$ cat config.mk
export PLATFORM = sky130hd
export DESIGN_NAME = ptbl_siphash
export DESIGN_NICKNAME = d
export VERILOG_FILES = /design/src/rtl/ptbl_pkg.sv /design/src/rtl/ptbl_siphash.sv
export SDC_FILE = /design/constraint.sdc
export NUM_CORES = 2
export LEC_CHECK = 0
export CAP_MARGIN = 0
export CORE_MARGIN = 5
export CORE_UTILIZATION = 30
export CTS_BUF_LIST = sky130_fd_sc_hd__clkbuf_16
export CTS_CLUSTER_SIZE = 24
export DETAILED_ROUTE_END_ITERATION = 16
export DONT_BUFFER_PORTS = 1
export GPL_TIMING_DRIVEN = 0
export PLACE_DENSITY_LB_ADDON = 0.15
export RECOVER_POWER = 25
export SYNTH_ARGS = -nofsm -noshare
export SYNTH_HDL_FRONTEND = slang
export SYNTH_SLANG_ARGS = --single-unit
$ cat constraint.sdc
create_clock -name clk_i -period 16.9 [get_ports clk_i]
set_clock_uncertainty 0.2 [all_clocks]
set_input_delay 1.69 -clock clk_i [delete_from_list [all_inputs] [get_ports clk_i]]
set_output_delay 1.69 -clock clk_i [all_outputs]
set_load 0.01 [all_outputs]
$ cat src/rtl/ptbl_pkg.sv
// Shared types and constants of the per-source token bucket limiter.
package ptbl_pkg;

  // Field widths
  localparam int unsigned ADDR_W  = 64;
  localparam int unsigned TIME_W  = 63;
  localparam int unsigned TOK_W   = 40;
  localparam int unsigned TOUT_W  = 48;
  localparam int unsigned FAM_W   = 2;
  localparam int unsigned CFG_W   = 64;
  localparam int unsigned PADDR_W = 6;

  // Opcodes
  localparam logic OP_CHECK = 1'b0;
  localparam logic OP_FLUSH = 1'b1;

  // Address families
  localparam logic [FAM_W-1:0] FAM_V4 = 2'd0;
  localparam logic [FAM_W-1:0] FAM_V6 = 2'd1;

  // Result status codes
  localparam logic [1:0] ST_OK     = 2'd0;
  localparam logic [1:0] ST_EMPTY  = 2'd1;
  localparam logic [1:0] ST_FULL   = 2'd2;
  localparam logic [1:0] ST_BADFAM = 2'd3;

  // Register indexes (byte address 8*i)
  localparam logic [2:0] REG_KEY_LO   = 3'd0;
  localparam logic [2:0] REG_KEY_HI   = 3'd1;
  localparam logic [2:0] REG_COST     = 3'd2;
  localparam logic [2:0] REG_CAPACITY = 3'd3;
  localparam logic [2:0] REG_TIMEOUT  = 3'd4;

  // Register reset values
  localparam logic [TOK_W-1:0]  COST_RST     = 40'd214748364;
  localparam logic [TOK_W-1:0]  CAPACITY_RST = 40'd1073741820;
  localparam logic [TOUT_W-1:0] TIMEOUT_RST  = 48'd4294967296;

  // SipHash initialization constants
  localparam logic [63:0] SIP_C0 = 64'h736f6d6570736575;
  localparam logic [63:0] SIP_C1 = 64'h646f72616e646f6d;
  localparam logic [63:0] SIP_C2 = 64'h6c7967656e657261;
  localparam logic [63:0] SIP_C3 = 64'h7465646279746573;

  // One way of a table set
  typedef struct packed {
    logic              valid;
    logic              fam;
    logic [ADDR_W-1:0] addr;
    logic [TIME_W-1:0] last;
    logic [TOK_W-1:0]  tokens;
  } entry_t;

  // Hash start request
  typedef struct packed {
    logic              start;
    logic              v6;
    logic [ADDR_W-1:0] addr;
  } hash_req_t;

  // Set lookup outcome
  typedef struct packed {
    logic hit;
    logic free;
  } look_t;

endpackage

$ cat src/rtl/ptbl_siphash.sv
// Iterative SipHash-1-3 unit, one half round per cycle.
module ptbl_siphash import ptbl_pkg::*; (
  input  logic        clk_i,
  input  logic        rst_ni,
  input  logic [63:0] key0_i,
  input  logic [63:0] key1_i,
  input  hash_req_t   req_i,
  output logic        done_o,
  output logic [63:0] hash_o
);

  typedef struct packed {
    logic [63:0] v0;
    logic [63:0] v1;
    logic [63:0] v2;
    logic [63:0] v3;
  } sip_t;

  // First half of a SipRound
  function automatic sip_t half_a(sip_t v);
    sip_t r;
    logic [63:0] s0;
    logic [63:0] s2;
    s0   = v.v0 + v.v1;
    s2   = v.v2 + v.v3;
    r.v1 = {v.v1[50:0], v.v1[63:51]} ^ s0;
    r.v0 = {s0[31:0], s0[63:32]};
    r.v3 = {v.v3[47:0], v.v3[63:48]} ^ s2;
    r.v2 = s2;
    return r;
  endfunction

  // Second half of a SipRound
  function automatic sip_t half_b(sip_t v);
    sip_t r;
    logic [63:0] s0;
    logic [63:0] s2;
    s0   = v.v0 + v.v3;
    s2   = v.v2 + v.v1;
    r.v0 = s0;
    r.v3 = {v.v3[42:0], v.v3[63:43]} ^ s0;
    r.v1 = {v.v1[46:0], v.v1[63:47]} ^ s2;
    r.v2 = {s2[31:0], s2[63:32]};
    return r;
  endfunction

  sip_t        v_q;
  sip_t        va, vb;
  logic [63:0] m_q, m2_q;
  logic        more_q, msg_q, half_q, busy_q, done_q;
  logic [1:0]  fin_q;
  logic [63:0] hash_q;
  logic [63:0] w_first, w_last;
  sip_t        v_init;

  // Message words in little-endian byte order, length in the top byte
  always_comb begin
    if (req_i.v6) begin
      w_first = {req_i.addr[7:0], req_i.addr[15:8], req_i.addr[23:16], req_i.addr[31:24],
                 req_i.addr[39:32], req_i.addr[47:40], req_i.addr[55:48], req_i.addr[63:56]};
      w_last  = {8'd8, 56'd0};
    end else begin
      w_first = {8'd4, 24'd0, req_i.addr[7:0], req_i.addr[15:8], req_i.addr[23:16],
                 req_i.addr[31:24]};
      w_last  = w_first;
    end
    v_init.v0 = key0_i ^ SIP_C0;
    v_init.v1 = key1_i ^ SIP_C1;
    v_init.v2 = key0_i ^ SIP_C2;
    v_init.v3 = key1_i ^ SIP_C3 ^ w_first;
    va = half_a(v_q);
    vb = half_b(v_q);
  end

  // Round sequencer
  always_ff @(posedge clk_i or negedge rst_ni) begin
    if (!rst_ni) begin
      busy_q <= 1'b0;
      done_q <= 1'b0;
      half_q <= 1'b0;
      msg_q  <= 1'b0;
      more_q <= 1'b0;
      fin_q  <= 2'd0;
    end else begin
      done_q <= 1'b0;
      if (req_i.start) begin
        v_q    <= v_init;
        m_q    <= w_first;
        m2_q   <= w_last;
        more_q <= req_i.v6;
        msg_q  <= 1'b1;
        fin_q  <= 2'd0;
        half_q <= 1'b0;
        busy_q <= 1'b1;
      end else if (busy_q) begin
        if (!half_q) begin
          v_q    <= va;
          half_q <= 1'b1;
        end else begin
          half_q <= 1'b0;
          if (msg_q) begin
            // finish absorbing, then load next word or start finalization
            if (more_q) begin
              v_q    <= '{v0: vb.v0 ^ m_q, v1: vb.v1, v2: vb.v2, v3: vb.v3 ^ m2_q};
              m_q    <= m2_q;
              more_q <= 1'b0;
            end else begin
              v_q   <= '{v0: vb.v0 ^ m_q, v1: vb.v1, v2: vb.v2 ^ 64'hFF, v3: vb.v3};
              msg_q <= 1'b0;
            end
          end else begin
            v_q <= vb;
            if (fin_q == 2'd2) begin
              busy_q <= 1'b0;
              done_q <= 1'b1;
              hash_q <= vb.v0 ^ vb.v1 ^ vb.v2 ^ vb.v3;
            end else begin
              fin_q <= fin_q + 2'd1;
            end
          end
        end
      end
    end
  end

  assign done_o = done_q;
  assign hash_o = hash_q;

endmodule

==> out/metrics.yaml <==
grt_use_total_pct: 41.9
grt_max_degree: 60
htree_levels: 2
clock_latency_ps: 730
drc: 0
synth_area_per_cell_sq_um: 8.74
cp-end-kind: "flip-flop"
dieArea_sq_um: 140000
yosysWarnings: 0
synth_edf_count: 418
setup_viol: 0
cts.repair.resized: 0
post_cts_buffers: 0
worstPathArrival_ps: 7980
grt.overflow.total: 0
drtIter0Drc: 6998
row_count: 133
met1_usage_pct: 54.1
cp_slowest_cell: "a21boi_0"
drtPass1Iterations: 8
syn_area_sq_um: 39900
crit_start: "req_i[65]"
ant_nets: 0
ys_ff_latch: 425
drv_slew: 154
period_needed_ps: 7760
r2r_cells: 12
grt_pass1_wl_mm: 388
cpMostUsedCell: "clkbuf_1"
ys_async_sr_fraction_pct: 1.65
yosysSeqAreaShare_pct: 31.9
rsz0062_at_grt: "no"
antenna_found_initial: 55
status: "finished with violations"
synth_fp_nets: 5019
top_usage_layer: "met2"
wl_per_cell_um: 47.5
worstReg2RegStart: "v_q[36]"
mostFrequentLayoutCell: "a21oi_1"
area_delta_synth_final_pct: 11.2
violations: "capacitance limit, slew limit"
r2r-end: "v_q[245]"
hold_path.class: "reg -> reg"
hold_end: "fin_q[1]"
vias: 41300
path_cells: "clkbuf_1 -> inv_1 -> clkbuf_1 -> clkbuf_1 -> a21boi_0 -> clkbuf_1 -> buf_12"
drive_above_1_share_pct: 3.92
cap_violations: 19
worst_pin_slew_ps: 2540
post-route-period-util_pct: 45.9
cts_hold_buf: 0
cts_tree: "done"
core_sq_um: 132000
cts_inserted_buffers: 60
max_clock_freq_mhz: 129
final_util_pct: 33.7
hp-start: "fin_q[1]"
portBuffers: 0
root_buffer: "clkbuf_16"
ios: 261
final_cell_mix: "491 x a21oi_1, 470 x nand2_1, 460 x xnor2_1"
nets: 5092
die_x_um: 375
finalHoldViolations: 0
post_synth_inst_count: 4566
place_hpwl_mm: 252
vias_per_cell: 6.37
worst_path_largest_cell_delay_ps: 2190
synthFlopType: "edfxtp_1"
grtUsageMet3_pct: 16.8
crit_type: "in -> reg"
clock-sinks: 425
cp-start-kind: "input port"
whs_path_depth: 2
drt_wl_total_mm: 308
rrSetupSlack_ps: 9920
slew_headroom_pct: -71.2
place_congestion: 1.07
hold_slack_ps: 359
cp_max_fo: 27
synth_cell_type_count: 100
start_util_pct: 30.3
cts.clk_slew.worst_paths_ps: 60
critPathRequiredTime_ps: 17110
clock_path_buffers: 3
grt.met2_usage_pct: 56.9
setup-tns-final_ps: 0
grt_pass1_vias: 37700
die_y_um: 375
-- flip-flops by register name, indices dropped and copies added, names as in the netlist --
name	count
m_q	64
done_o	1
busy_q	1
m2_q	34
more_q	1
v_q	256
fin_q	2
msg_q	1
half_q	1
hash_o	64
-- per-layer routing --
metal,part of all wire (%),wire (um)
met1,40,123000
met2,39,119000
met3,13,39700
met4,8.4,25900
met5,0.022,69
-- metrics by stage --
stage | setup slack (ps) | std cells | area [sq um]
2_1_floorplan | 7530 | 4566 | 39900
3_3_place_gp | 1050 | 6321 | 42100
3_5_place_dp | 9790 | 6329 | 42400
4_1_cts | 10280 | 6441 | 44400
5_1_grt | 9120 | 6460 | 44300
6_report | 9140 | 6484 | 44400
-- worst max-delay path: cells and delay by family --
kind / cells / cell delay (ps)
compound gates: 1 / 2190
buf+inv: 6 / 4020
-- cells in the mapped netlist, drive strengths merged (40+ instances only) --
master / instances / area, sq um
ha: 253 / 3170
a211oi: 66 / 528
nand3: 55 / 275
xor2: 306 / 2710
buf: 40 / 169
clkbuf: 217 / 815
nand2: 470 / 1760
nand4: 86 / 544
and3: 63 / 399
xnor2: 468 / 4160
nor2b: 52 / 325
o21ai: 345 / 1750
nor2: 310 / 1170
a21o: 149 / 1120
o211ai: 50 / 395
o21bai: 64 / 480
a21oi: 494 / 2490
nor3: 64 / 325
edfxtp: 418 / 12600
o21a: 47 / 353
inv: 81 / 304
-- area by class of cell --
cell class                      count  area (sq um)
Fill cell                       14200         87400
Multi-Input combinational cell   3803         25900
Sequential cell                   425         12700
Tap cell                         1755          2200
Clock buffer                       60          1500
Buffer                            257           987
Clock inverter                     52           502
Inverter                           81           304
Timing Repair Buffer               11           220
Antenna cell                       40           100
-- worst max-delay path by stage --
| stage | endpoint | slack (ps) | cells after the start |
|---|---|---|---|
| after floorplan | v_q[0] | 7530 | 5 |
| after global placement | v_q[78] | 1050 | 5 |
| after CTS | v_q[245] | 10280 | 12 |
| final | m_q[5] | 9140 | 7 |
| after global routing | m_q[8] | 9120 | 7 |
| after detailed placement | v_q[78] | 9790 | 7 |
-- logic make-up (layout without fill, tap and decap cells) --
group / Yosys count / in the layout / synth area share (%)
buffers and inverters: 338 / 461 / 3.22
adders and majority gates: 257 / 257 / 8.13
xor gates and xnor gates: 782 / 782 / 17.7
other: 0 / 40 / 0
AOI/OAI and AO/OA: 1488 / 1488 / 23.8
and+or+nand+nor: 1231 / 1231 / 14.2
muxes: 45 / 45 / 1.15
DFF: 425 / 425 / 31.9
Power is not shown: default switching activity piles up to over one toggle a cycle in this logic, so the estimate is an artifact.
